**src/hw/rtl/plq_pkg.sv**
```systemverilog
// plq_pkg: sizes, status codes and controller/datapath command types of the
// priority linked queue. No dependencies.
`default_nettype none

package plq_pkg;

  localparam int NUM_THREADS   = 16;
  localparam int NUM_QUEUES    = 2;
  localparam int PRIORITY_BITS = 8;

  localparam int NUM_ENTRIES = NUM_THREADS + NUM_QUEUES;
  localparam int LINK_W      = $clog2(NUM_ENTRIES);
  localparam int KIDX_W      = $clog2(NUM_THREADS);
  localparam int STEP_W      = $clog2(NUM_THREADS + 1);
  localparam int KEY_W       = PRIORITY_BITS;

  // fixed field widths of the channels
  localparam int Q_W      = 1;
  localparam int TH_W     = 4;
  localparam int PRI_W    = 8;
  localparam int STATUS_W = 2;
  localparam int HEAD_W   = 5;

  typedef enum logic [STATUS_W-1:0] {
    ST_ENQUEUED = 2'd0,
    ST_IGNORED  = 2'd1,
    ST_DEQUEUED = 2'd2,
    ST_EMPTY    = 2'd3
  } status_t;

  typedef struct packed {
    logic    capture;      // load request beat
    logic    rd_check;     // read first links of the request
    logic    chk_enq;      // write key, start walk at tail
    logic    walk_step;    // step back one link
    logic    deq_head;     // latch head, read its successor
    logic    rd_succ;      // read successor of insert point
    logic    wr_a;         // first link write pair
    logic    wr_b;         // second link write pair
    logic    status_load;
    status_t status_code;
    logic    out_load;     // move result into output register
  } plq_cmd_t;

  typedef struct packed {
    logic kind;
    logic req_bad;    // queue or thread out of range
    logic queued;     // thread already linked
    logic prev_stop;  // prev link read is a root or out of range
    logic walk_cont;  // new key sorts before entry at pos
    logic deq_empty;
  } plq_stat_t;

endpackage

`default_nettype wire

```
**src/hw/rtl/plq_in_if.sv**
```systemverilog
// plq_in_if: request channel of the priority linked queue.
// Depends on plq_pkg for field widths.
`default_nettype none

interface plq_in_if;
  logic                        valid;
  logic                        ready;
  logic                        kind;
  logic [plq_pkg::Q_W-1:0]     queue_sel;
  logic [plq_pkg::TH_W-1:0]    thread_id;
  logic [plq_pkg::PRI_W-1:0]   priority_req;

  modport source (output valid, kind, queue_sel, thread_id, priority_req, input ready);
  modport sink   (input valid, kind, queue_sel, thread_id, priority_req, output ready);
endinterface

`default_nettype wire

```
**src/hw/rtl/plq_out_if.sv**
```systemverilog
// plq_out_if: response channel of the priority linked queue.
// Depends on plq_pkg for field widths.
`default_nettype none

interface plq_out_if;
  logic                          valid;
  logic                          ready;
  logic [plq_pkg::STATUS_W-1:0]  status;
  logic [plq_pkg::HEAD_W-1:0]    head_thread;

  modport source (output valid, status, head_thread, input ready);
  modport sink   (input valid, status, head_thread, output ready);
endinterface

`default_nettype wire

```
**src/hw/rtl/priority_linked_queue.sv**
```systemverilog
// priority_linked_queue: top level, joins the sequencer and the datapath.
// Depends on plq_pkg, plq_in_if, plq_out_if, plq_ctrl and plq_dpath.
`default_nettype none

// Several sorted thread queues share one table of doubly linked entries, one
// per thread plus one root per queue. An enqueue beat (kind 0) links a thread
// into the selected queue behind every queued thread whose key is not greater,
// so equal keys leave first in, first out; a thread already queued anywhere,
// or out of range, is ignored with status 1. A dequeue beat (kind 1) unlinks
// the head of the queue and returns it with status 2, or returns status 3 and
// head_thread 16 when the queue is empty. Every request beat gives exactly one
// response beat. One operation is in flight at a time. An enqueue walks
// backward from the tail until it reaches the root or stops at an entry
// whose key is not greater, stepping over the queued entries in between
// (0 to 15 of them), one per cycle, limited by the single read port of the
// key and prev-link tables. The next request beat can be accepted at the
// edge after the response register loads. The response register lets the
// next request be accepted while a response still waits. After reset all
// queues are empty at once; no clearing pass is needed.

module priority_linked_queue (
  input  wire logic   clk,
  input  wire logic   rst,
  plq_in_if.sink      req,
  plq_out_if.source   rsp
);

  plq_pkg::plq_cmd_t   cmd;
  plq_pkg::plq_stat_t  stat;

  // sequencer: handshakes and one state per table access
  plq_ctrl u_ctrl (
    .clk       (clk),
    .rst       (rst),
    .in_valid  (req.valid),
    .in_ready  (req.ready),
    .out_valid (rsp.valid),
    .out_ready (rsp.ready),
    .cmd       (cmd),
    .stat      (stat)
  );

  // datapath: link and key tables, walk position, response register
  plq_dpath u_dpath (
    .clk             (clk),
    .rst             (rst),
    .cmd             (cmd),
    .stat            (stat),
    .in_kind         (req.kind),
    .in_queue_sel    (req.queue_sel),
    .in_thread_id    (req.thread_id),
    .in_priority_req (req.priority_req),
    .status          (rsp.status),
    .head_thread     (rsp.head_thread)
  );

endmodule

`default_nettype wire

```
**src/hw/rtl/plq_ctrl.sv**
```systemverilog
// plq_ctrl: sequencer of the priority linked queue, one operation at a time.
// Depends on plq_pkg for command and status structs.
`default_nettype none

module plq_ctrl (
  input  wire logic                clk,
  input  wire logic                rst,
  input  wire logic                in_valid,
  output logic                     in_ready,
  output logic                     out_valid,
  input  wire logic                out_ready,
  output plq_pkg::plq_cmd_t        cmd,
  input  wire plq_pkg::plq_stat_t  stat
);

  typedef enum logic [7:0] {
    S_IDLE   = 8'b0000_0001,
    S_READ   = 8'b0000_0010,
    S_CHECK  = 8'b0000_0100,
    S_WALK   = 8'b0000_1000,
    S_SUCC   = 8'b0001_0000,
    S_WR_A   = 8'b0010_0000,
    S_WR_B   = 8'b0100_0000,
    S_FINISH = 8'b1000_0000
  } state_t;

  state_t state, state_next;
  logic   out_free;

  assign in_ready = (state == S_IDLE);
  assign out_free = !out_valid || out_ready;

  always_comb begin
    state_next = state;
    cmd        = '0;
    unique case (state)
      S_IDLE: begin
        if (in_valid) begin
          cmd.capture = 1'b1;
          state_next  = S_READ;
        end
      end
      S_READ: begin
        if (stat.req_bad) begin
          cmd.status_load = 1'b1;
          cmd.status_code = stat.kind ? plq_pkg::ST_EMPTY : plq_pkg::ST_IGNORED;
          state_next      = S_FINISH;
        end else begin
          cmd.rd_check = 1'b1;
          state_next   = S_CHECK;
        end
      end
      S_CHECK: begin
        if (stat.kind) begin
          if (stat.deq_empty) begin
            cmd.status_load = 1'b1;
            cmd.status_code = plq_pkg::ST_EMPTY;
            state_next      = S_FINISH;
          end else begin
            cmd.deq_head = 1'b1;
            state_next   = S_WR_A;
          end
        end else if (stat.queued) begin
          cmd.status_load = 1'b1;
          cmd.status_code = plq_pkg::ST_IGNORED;
          state_next      = S_FINISH;
        end else begin
          cmd.chk_enq = 1'b1;
          state_next  = stat.prev_stop ? S_SUCC : S_WALK;
        end
      end
      S_WALK: begin
        if (stat.walk_cont) begin
          cmd.walk_step = 1'b1;
          state_next    = stat.prev_stop ? S_SUCC : S_WALK;
        end else begin
          state_next = S_SUCC;
        end
      end
      S_SUCC: begin
        cmd.rd_succ = 1'b1;
        state_next  = S_WR_A;
      end
      S_WR_A: begin
        cmd.wr_a   = 1'b1;
        state_next = S_WR_B;
      end
      S_WR_B: begin
        cmd.wr_b        = 1'b1;
        cmd.status_load = 1'b1;
        cmd.status_code = stat.kind ? plq_pkg::ST_DEQUEUED : plq_pkg::ST_ENQUEUED;
        state_next      = S_FINISH;
      end
      S_FINISH: begin
        if (out_free) begin
          cmd.out_load = 1'b1;
          state_next   = S_IDLE;
        end
      end
      default: begin
        state_next = S_IDLE;
      end
    endcase
  end

  always_ff @(posedge clk) begin
    if (rst) begin
      state     <= S_IDLE;
      out_valid <= 1'b0;
    end else begin
      state <= state_next;
      if (cmd.out_load) begin
        out_valid <= 1'b1;
      end else if (out_ready) begin
        out_valid <= 1'b0;
      end
    end
  end

endmodule

`default_nettype wire

```
**src/hw/rtl/plq_dpath.sv**
```systemverilog
// plq_dpath: link tables, key table, walk registers and result registers.
// Depends on plq_pkg; driven by plq_ctrl commands.
`default_nettype none

module plq_dpath (
  input  wire logic                         clk,
  input  wire logic                         rst,
  input  wire plq_pkg::plq_cmd_t            cmd,
  output plq_pkg::plq_stat_t                stat,
  input  wire logic                         in_kind,
  input  wire logic [plq_pkg::Q_W-1:0]      in_queue_sel,
  input  wire logic [plq_pkg::TH_W-1:0]     in_thread_id,
  input  wire logic [plq_pkg::PRI_W-1:0]    in_priority_req,
  output logic [plq_pkg::STATUS_W-1:0]      status,
  output logic [plq_pkg::HEAD_W-1:0]        head_thread
);

  localparam int LW = plq_pkg::LINK_W;
  localparam int NE = plq_pkg::NUM_ENTRIES;
  localparam int NT = plq_pkg::NUM_THREADS;

  // request
  logic                          kind_r;
  logic [plq_pkg::Q_W-1:0]       q_r;
  logic [plq_pkg::TH_W-1:0]      th_r;
  logic [plq_pkg::KEY_W-1:0]     key_r;

  // walk and link state
  logic [LW-1:0]                 pos, succ_r, head;
  logic [plq_pkg::STEP_W-1:0]    steps;
  plq_pkg::status_t              res_status;
  logic [plq_pkg::HEAD_W-1:0]    res_head;

  // link memories, valid bit clear means entry links to itself
  logic [LW-1:0]                 next_mem [NE];
  logic [LW-1:0]                 prev_mem [NE];
  logic [NE-1:0]                 next_vld, prev_vld;
  logic [plq_pkg::KEY_W-1:0]     key_mem  [NT];

  logic [LW-1:0]                 next_q, next_aq, prev_q, prev_aq;
  logic                          next_vq, prev_vq;
  logic [plq_pkg::KEY_W-1:0]     key_q;
  logic [LW-1:0]                 next_rd, prev_rd;

  logic [LW-1:0]                 root, th_l, pos_c, succ_c;
  logic                          next_re, prev_re, key_re;
  logic [LW-1:0]                 next_ra, prev_ra;
  logic [plq_pkg::KIDX_W-1:0]    key_ra;
  logic                          next_we, prev_we;
  logic [LW-1:0]                 next_wa, next_wd, prev_wa, prev_wd;

  assign root    = LW'(NT) + LW'(q_r);
  assign th_l    = LW'(th_r);
  assign next_rd = next_vq ? next_q : next_aq;
  assign prev_rd = prev_vq ? prev_q : prev_aq;
  assign pos_c   = (32'(pos) >= NE) ? root : pos;
  assign succ_c  = (32'(next_rd) >= NE) ? root : next_rd;

  // status to controller
  always_comb begin
    stat.kind      = kind_r;
    stat.req_bad   = (32'(q_r) >= plq_pkg::NUM_QUEUES) || (!kind_r && (32'(th_r) >= NT));
    stat.queued    = (next_rd != th_l);
    stat.prev_stop = (prev_rd == root) || (32'(prev_rd) >= NT);
    stat.walk_cont = (32'(steps) < NT) && (key_r < key_q);
    stat.deq_empty = (next_rd == root) || (32'(next_rd) >= NT);
  end

  // read ports
  assign next_re = cmd.rd_check | cmd.deq_head | cmd.rd_succ;
  assign prev_re = cmd.rd_check | cmd.chk_enq | cmd.walk_step;
  assign key_re  = cmd.chk_enq | cmd.walk_step;
  assign key_ra  = prev_rd[plq_pkg::KIDX_W-1:0];

  always_comb begin
    priority if (cmd.rd_check) begin
      next_ra = kind_r ? root : th_l;
    end else if (cmd.deq_head) begin
      next_ra = next_rd;
    end else begin
      next_ra = pos_c;
    end
    prev_ra = cmd.rd_check ? root : prev_rd;
  end

  // write ports, two pairs per operation
  always_comb begin
    next_we = cmd.wr_a | cmd.wr_b;
    prev_we = cmd.wr_a | cmd.wr_b;
    if (cmd.wr_a) begin
      next_wa = kind_r ? root : th_l;
      next_wd = succ_c;
      prev_wa = kind_r ? succ_c : th_l;
      prev_wd = kind_r ? root : pos_c;
    end else begin
      next_wa = kind_r ? head : pos_c;
      next_wd = kind_r ? head : th_l;
      prev_wa = kind_r ? head : succ_r;
      prev_wd = kind_r ? head : th_l;
    end
  end

  always_ff @(posedge clk) begin
    if (next_we) begin
      next_mem[next_wa] <= next_wd;
    end
    if (prev_we) begin
      prev_mem[prev_wa] <= prev_wd;
    end
    if (cmd.chk_enq) begin
      key_mem[th_r[plq_pkg::KIDX_W-1:0]] <= key_r;
    end
    if (next_re) begin
      next_q  <= next_mem[next_ra];
      next_vq <= next_vld[next_ra];
      next_aq <= next_ra;
    end
    if (prev_re) begin
      prev_q  <= prev_mem[prev_ra];
      prev_vq <= prev_vld[prev_ra];
      prev_aq <= prev_ra;
    end
    if (key_re) begin
      key_q <= key_mem[key_ra];
    end
  end

  always_ff @(posedge clk) begin
    if (rst) begin
      next_vld <= '0;
      prev_vld <= '0;
    end else begin
      if (next_we) begin
        next_vld[next_wa] <= 1'b1;
      end
      if (prev_we) begin
        prev_vld[prev_wa] <= 1'b1;
      end
    end
  end

  // request, walk and result registers
  always_ff @(posedge clk) begin
    if (cmd.capture) begin
      kind_r <= in_kind;
      q_r    <= in_queue_sel;
      th_r   <= in_thread_id;
      key_r  <= in_priority_req[plq_pkg::KEY_W-1:0];
    end
    if (cmd.chk_enq) begin
      pos   <= prev_rd;
      steps <= '0;
    end else if (cmd.walk_step) begin
      pos   <= prev_rd;
      steps <= steps + 1'b1;
    end
    if (cmd.deq_head) begin
      head <= next_rd;
    end
    if (cmd.wr_a) begin
      succ_r <= succ_c;
    end
    if (cmd.status_load) begin
      res_status <= cmd.status_code;
      res_head   <= (cmd.status_code == plq_pkg::ST_DEQUEUED) ? plq_pkg::HEAD_W'(head)
                                                              : plq_pkg::HEAD_W'(NT);
    end
    if (cmd.out_load) begin
      status      <= res_status;
      head_thread <= res_head;
    end
  end

endmodule

`default_nettype wire
```
**src/flat_wrapper.sv**
```systemverilog
// flat-port wrapper written by rule: the top's interface ports become plain ports
module priority_linked_queue_flat 
  (clk, rst, req_valid, req_kind, req_queue_sel, req_thread_id, req_priority_req, req_ready, rsp_valid, rsp_status, rsp_head_thread, rsp_ready);
  plq_in_if req_i ();
  plq_out_if rsp_i ();
  input  wire logic clk;
  input  wire logic rst;
  input wire logic [$bits(req_i.valid)-1:0] req_valid;
  input wire logic [$bits(req_i.kind)-1:0] req_kind;
  input wire logic [$bits(req_i.queue_sel)-1:0] req_queue_sel;
  input wire logic [$bits(req_i.thread_id)-1:0] req_thread_id;
  input wire logic [$bits(req_i.priority_req)-1:0] req_priority_req;
  output wire logic [$bits(req_i.ready)-1:0] req_ready;
  output wire logic [$bits(rsp_i.valid)-1:0] rsp_valid;
  output wire logic [$bits(rsp_i.status)-1:0] rsp_status;
  output wire logic [$bits(rsp_i.head_thread)-1:0] rsp_head_thread;
  input wire logic [$bits(rsp_i.ready)-1:0] rsp_ready;
  assign req_i.valid = req_valid;
  assign req_i.kind = req_kind;
  assign req_i.queue_sel = req_queue_sel;
  assign req_i.thread_id = req_thread_id;
  assign req_i.priority_req = req_priority_req;
  assign req_ready = req_i.ready;
  assign rsp_valid = rsp_i.valid;
  assign rsp_status = rsp_i.status;
  assign rsp_head_thread = rsp_i.head_thread;
  assign rsp_i.ready = rsp_ready;
  priority_linked_queue u_core (.clk(clk), .rst(rst), .req(req_i), .rsp(rsp_i));
endmodule
```
**config.mk**
```make
export PLATFORM = sky130hd
export DESIGN_NAME = priority_linked_queue_flat
export DESIGN_NICKNAME = d
export VERILOG_FILES = /design/src/hw/rtl/plq_pkg.sv /design/src/hw/rtl/plq_in_if.sv /design/src/hw/rtl/plq_out_if.sv /design/src/hw/rtl/priority_linked_queue.sv /design/src/hw/rtl/plq_ctrl.sv /design/src/hw/rtl/plq_dpath.sv /design/src/flat_wrapper.sv
export SDC_FILE = /design/constraint.sdc
export NUM_CORES = 1
export LEC_CHECK = 0
export BUFFER_PORTS_ARGS = -buffer_cell sky130_fd_sc_hd__buf_2
export CAP_MARGIN = 20
export CORE_MARGIN = 2
export CORE_UTILIZATION = 45
export DETAILED_ROUTE_END_ITERATION = 7
export HOLD_SLACK_MARGIN = 0.15
export PLACE_DENSITY = 0.68
export REMOVE_ABC_BUFFERS = 1
export SLEW_MARGIN = 20
export SYNTH_ARGS = -nofsm -noshare
export SYNTH_HDL_FRONTEND = slang
export SYNTH_HIERARCHICAL = 1
export SYNTH_SLANG_ARGS = --single-unit
```
**constraint.sdc**
```tcl
create_clock -name clk -period 3.3 [get_ports clk]
set_clock_uncertainty 0.15 [all_clocks]
set_input_delay 0.165 -clock clk [delete_from_list [all_inputs] [get_ports clk]]
set_output_delay 0.165 -clock clk [all_outputs]
set_load 0.02 [all_outputs]
```
# ---- Word-level counts from Yosys, hierarchy flattened
# Memories as Yosys holds them, arrays and structs flattened. A register that Yosys moved wholly into a read port is not among the register bits.
# Cells that the tools add are included.
dict set report word_totals {
  regBits 105
  mem_bits_rw 308
  in_bits 18
  mem_count 3
}
dict set report classes {
  n_addsub 2
  n_lt_le_gt_ge 12
  n_eq_ne 14
  mux 62
  n_bitwise 8
  n_reduce_logical 10
}
# memory depth width read_ports rd_clocked_by_memory_dff write_ports line_no
set memory_table {}
lappend memory_table {u_core.u_dpath.key_mem 16 8 1 1 1 plq_dpath.sv:38} ;# logic [plq_pkg::KEY_W-1:0] key_mem [NT];
lappend memory_table {u_core.u_dpath.next_mem 18 5 1 1 1 plq_dpath.sv:35} ;# logic [LW-1:0] next_mem [NE];
lappend memory_table {u_core.u_dpath.prev_mem 18 5 1 1 1 plq_dpath.sv:36} ;# logic [LW-1:0] prev_mem [NE];
# cell n
set ops {}
lappend ops {{two-way mux 5 bit} 21}
lappend ops {{one-hot mux 8 bit (8 select lines)} 1}
lappend ops {{two-way mux 8 bit} 5}
lappend ops {{OR 18 bit} 2}
lappend ops {{two-way mux 1 bit} 26}
lappend ops {{< comparator 5 x 6 -> 1 bit, second input constant} 4}
lappend ops {{>= comparator 5 bit, second input constant} 4}
lappend ops {{binary-select mux 1 bit (select 5 bit)} 2}
lappend ops {{demux 1 bit (select 5 bit)} 2}
lappend ops {{equality test 5 bit} 2}
lappend ops {{>= comparator 5 x 1 -> 1 bit, second input constant} 2}
lappend ops {{two-way mux 3 bit} 3}
lappend ops {{equality test 8 x 1 -> 1 bit, second input constant} 1}
lappend ops {{equality test 8 x 2 -> 1 bit, second input constant} 1}
lappend ops {{equality test 8 x 3 -> 1 bit, second input constant} 1}
lappend ops {{equality test 8 x 4 -> 1 bit, second input constant} 1}
lappend ops {{equality test 8 x 5 -> 1 bit, second input constant} 1}
lappend ops {{equality test 8 x 6 -> 1 bit, second input constant} 1}
lappend ops {{equality test 8 x 7 -> 1 bit, second input constant} 1}
lappend ops {{equality test 8 bit, second input constant} 1}
lappend ops {{< comparator 8 bit} 1}
lappend ops {{OR 1 bit} 6}
lappend ops {{one-hot mux 3 bit (2 select lines)} 1}
lappend ops {{adder 5 x 1 -> 5 bit, first input constant} 1}
lappend ops {{11 further kinds} 17}

# ---- Longest topological paths before layout
dict set report depth {
  depth_word 10
  mapped_depth 15
}

# ---- Hierarchy
# The synthesis kept the hierarchy.
# mod n_inst cells_per_inst area_per_inst_um2 seq_area_each_um2
set modules_own_cells {}
lappend modules_own_cells {plq_dpath 1 1231 17399.2 12261.8}
lappend modules_own_cells {plq_ctrl 1 72 631.9 180.2}

# ---- Least setup slack after synthesis
# No wires, ideal clock.
dict set report synth_path {
  path_type {register to register}
  startpoint {reg u_core.u_ctrl.state[0]}
  endpoint {mem u_core/u_dpath/next_mem[0][0] (netlist name) (enable)}
  setup_time_ns 0.347
  arrival_ns 3.148
  setup_slack_ns -0.345
  path_stages_with_launch 11
  n_path_buf 1
  synth_period_minus_slack_ns 3.645
  path_cell_list {dfxtp_1 > nor4_4 > nand2_1 > nor3b_1 > clkbuf_1 > clkinv_1 > mux2i_1 > o21a_1 > and2_1 > or3b_2 > nor2_1}
}
# element line_no
set synth_lines {}
lappend synth_lines {{start: declaration} plq_ctrl.sv:27} ;# state_t state, state_next;
lappend synth_lines {{start signal: assignment} plq_ctrl.sv:111} ;# state <= state_next;
lappend synth_lines {{end: declaration} plq_dpath.sv:35}

==> metrics.yaml <==
sta:
  rsz0062_at_grt: "true"
  fin_crit_ns: 3.27
  max_freq_mhz: 306
  finalHoldViolations: 0
  fin_crit_sh: 0.991
  maxSlewHeadroom: 0.388
  drv_slew: 0
  setup_violations: 0
  worst_pin_slew_ns: 0.918
finish:
  stdcell_area_mm2: 0.0215
  fin_util: 0.543
  final_cells: 2036
  diodes: 0
  syn_to_final_growth_pct: 19.3
  drive_gt1_frac: 0.238
  nets: 1505
clocking:
  cts_buffer_depth: 3
  cts_tree: "built"
  cts_inserted_buffers: 44
  clk_pin_slew_ns: 0.06
  root_buffer: "clkbuf_16"
  cts.sink_count: 431
  clk_latency_ns: 0.57
  cts_max_level: 2
route:
  drt_first_pass_iters: 6
  totalWireLength_um: 41400
  drtIter0Drc: 1192
  ant_nets: 0
  via_per_inst: 5.61
  wl_per_cell_um: 20.4
  drc: 0
  vias: 11428
setup_path:
  crit_path_cell_trace: "nor4b_2, buf_4, nand4b_1, inv_2, or2_2, a211o_1, nand2_2, buf_12, a21oi_1, a311oi_2, o22ai_1, o32a_1"
  setup.worst_path.end_class: "register"
  slowest_delay_ns: 0.36
  critPathTopFamily: "compound AO/OA/AOI/OAI gates"
  crit_arrival_ns: 3.44
  path_class: "reg -> reg"
  crit_required_ns: 3.47
  path_max_fanout: 30
  crit_slowest_cell: "dfxtp_2"
  cp_num_buf_inv: 3
  startpoint_type: "register"
floorplan:
  dieWidth_um: 204
  fp-row-count: 73
  start_util: 0.455
  fp.dieH_um: 204
  core_area_mm2: 0.0396
  die-area_mm2: 0.0417
  pin_count: 27
global_route:
  grt_pass1_wl_um: 63300
  antenna_found_initial: 0
  grt_max_degree: 66
  track_usage: 0.199
  grt_pass1_vias: 11193
  overflow: 0
pwr:
  irDropWorstVdd_v: 0.000458
  p_seq_frac: 0.536
  swShare: 0.209
  internal-power_w: 0.00888
  p_leak_nw: 7.69
  power_frac_comb: 0.044
  p_per_area_mw_per_mm2: 522
  netSwitchingPower_w: 0.00235
  clockPowerShare: 0.420
  finalPower_w: 0.0112
place:
  io_buffers: 26
  place_congestion: 0.858
  placed_cell_area_mm2: 0.0195
  dp.cells: 1911
  dp_hpwl_um: 26400
logic_synthesis:
  synth_most_common_cell: "edfxtp_1"
  syn-cell-area_mm2: 0.0180
  syn_avg_cell_area_um2: 13.8
  ys_types: 75
  synth_top_area_frac: 0.635
  synth_area_leaders: "edfxtp_1, dfxtp_1, nand2_1, mux4_2, mux2i_1"
  synth_cells: 1303
  synth_enable_flop_cells: 381
  seq_area_frac_synth: 0.690
  yosysWarnings: 6
  synth_area_leader_cell: "edfxtp_1"
  ys_ff_latch: 431
  synthFlopType: "edfxtp_1"
  netlist_top_cells_count: "edfxtp_1, nand2_1, nor2_1"
  synthArstFlopShare: 0
job:
  drv_cap: 0
hold_path:
  hp-class: "in -> reg"
run_status:
  status: "completed"
cell type report:
type	instances	area, µm²
Clock buffer	54	1150
Multi-Input combinational cell	762	5270
Sequential cell	431	12500
Fill cell	3199	18100
Inverter	37	143
Timing Repair Buffer	203	1640
Clock inverter	24	216
Tap cell	525	657
what timing repair did:
action,4_1_cts,5_1_grt
endpoints found under the setup margin,13,112
setup buffers,1,16
hold buffers,29,0
gates cloned,0,1
hold endpoints to repair,40,0
gates resized for setup,7,35
pin swaps,1,12
metal layers:
layer  wire length [µm]  vias up  track usage
met1              17700     5660        0.273
met2              19400      447        0.316
met5                  0        -            0
met4               1020        0       0.0699
met3               3330       68       0.0407
li1                   -     5253            -
state kept, by name, indices dropped and copies added, names as in the netlist, 8 cells and up:
| register | cells |
|---|---|
| u_core/u_dpath/key_mem | 128 |
| u_core/u_dpath/next_mem | 90 |
| u_core/u_dpath/prev_mem | 90 |
| u_core/u_dpath/next_vld | 18 |
| u_core/u_dpath/prev_vld | 18 |
| u_core/u_ctrl/state | 8 |
| u_core/u_dpath/key_q | 8 |
| u_core/u_dpath/key_r | 8 |
cell families after synthesis:
group,count (synthesis),synth area share
fa+ha+maj,8,0.00555
compound gates,219,0.0915
buf+inv,110,0.0262
xor+xnor,10,0.00486
other cells,1,0.000208
flops,431,0.690
mux,80,0.0652
simple gates,444,0.116
placed cells by master, fill, tap and decap left out, drive strengths merged, types with 4 or more instances in the layout:
cell	n
mux2i	43
o22ai	6
o221ai	7
a31oi	24
clkinv	19
buf	173
nand3	34
a21o	6
nor3	7
clkbuf	55
and3	40
edfxtp	381
nand4	4
o21ba	36
o211ai	10
ha	8
a311oi	26
nand4b	4
mux4	27
inv	37
a211oi	16
o32a	5
nand2b	17
dfxtp	50
mux2	10
nor2	92
nand2	197
and2	8
or2	6
a21oi	32
nor2b	13
nand3b	8
o21ai	26
xor2	5
xnor2	5
dlygate4sd3	29
metrics by stage:
step	setup TNS, ns	worst slack (ns)	hold WS, ns
2_1_floorplan	-636.70	-2.60	0.0796
3_3_place_gp	-0.0342	-0.0141	0.192
3_5_place_dp	-0.479	-0.129	0.194
4_1_cts	0	0.0000695	0.155
5_1_grt	-0.126	-0.0638	0.179
6_report	0	0.0287	0.188
path summary, 6_finish.rpt:
kind / startpoint / slack, ns / to / depth (start not counted)
worst max-delay path: u_core/u_ctrl/state[2] / 0.03 / u_core/u_dpath/next_q[1] / 12
worst min register to register: u_core/u_dpath/res_status[1] / 0.27 / u_core/u_dpath/status[1] / 0
worst min-delay path: req_thread_id[1] / 0.19 / u_core/u_dpath/th_r[1] / 2
worst max register to register: u_core/u_ctrl/state[2] / 0.03 / u_core/u_dpath/next_q[1] / 12
power by group through the flow:
stage          sequential (W)  clock (W)  combinational [W]
2_1_floorplan         0.00614          0           0.000222
3_3_place_gp          0.00613          0           0.000438
3_5_place_dp          0.00613          0           0.000449
4_1_cts               0.00601    0.00483           0.000478
5_1_grt               0.00601    0.00504           0.000532
6_report              0.00601    0.00472           0.000496
Note: power is estimated with default switching activity, not from simulation.
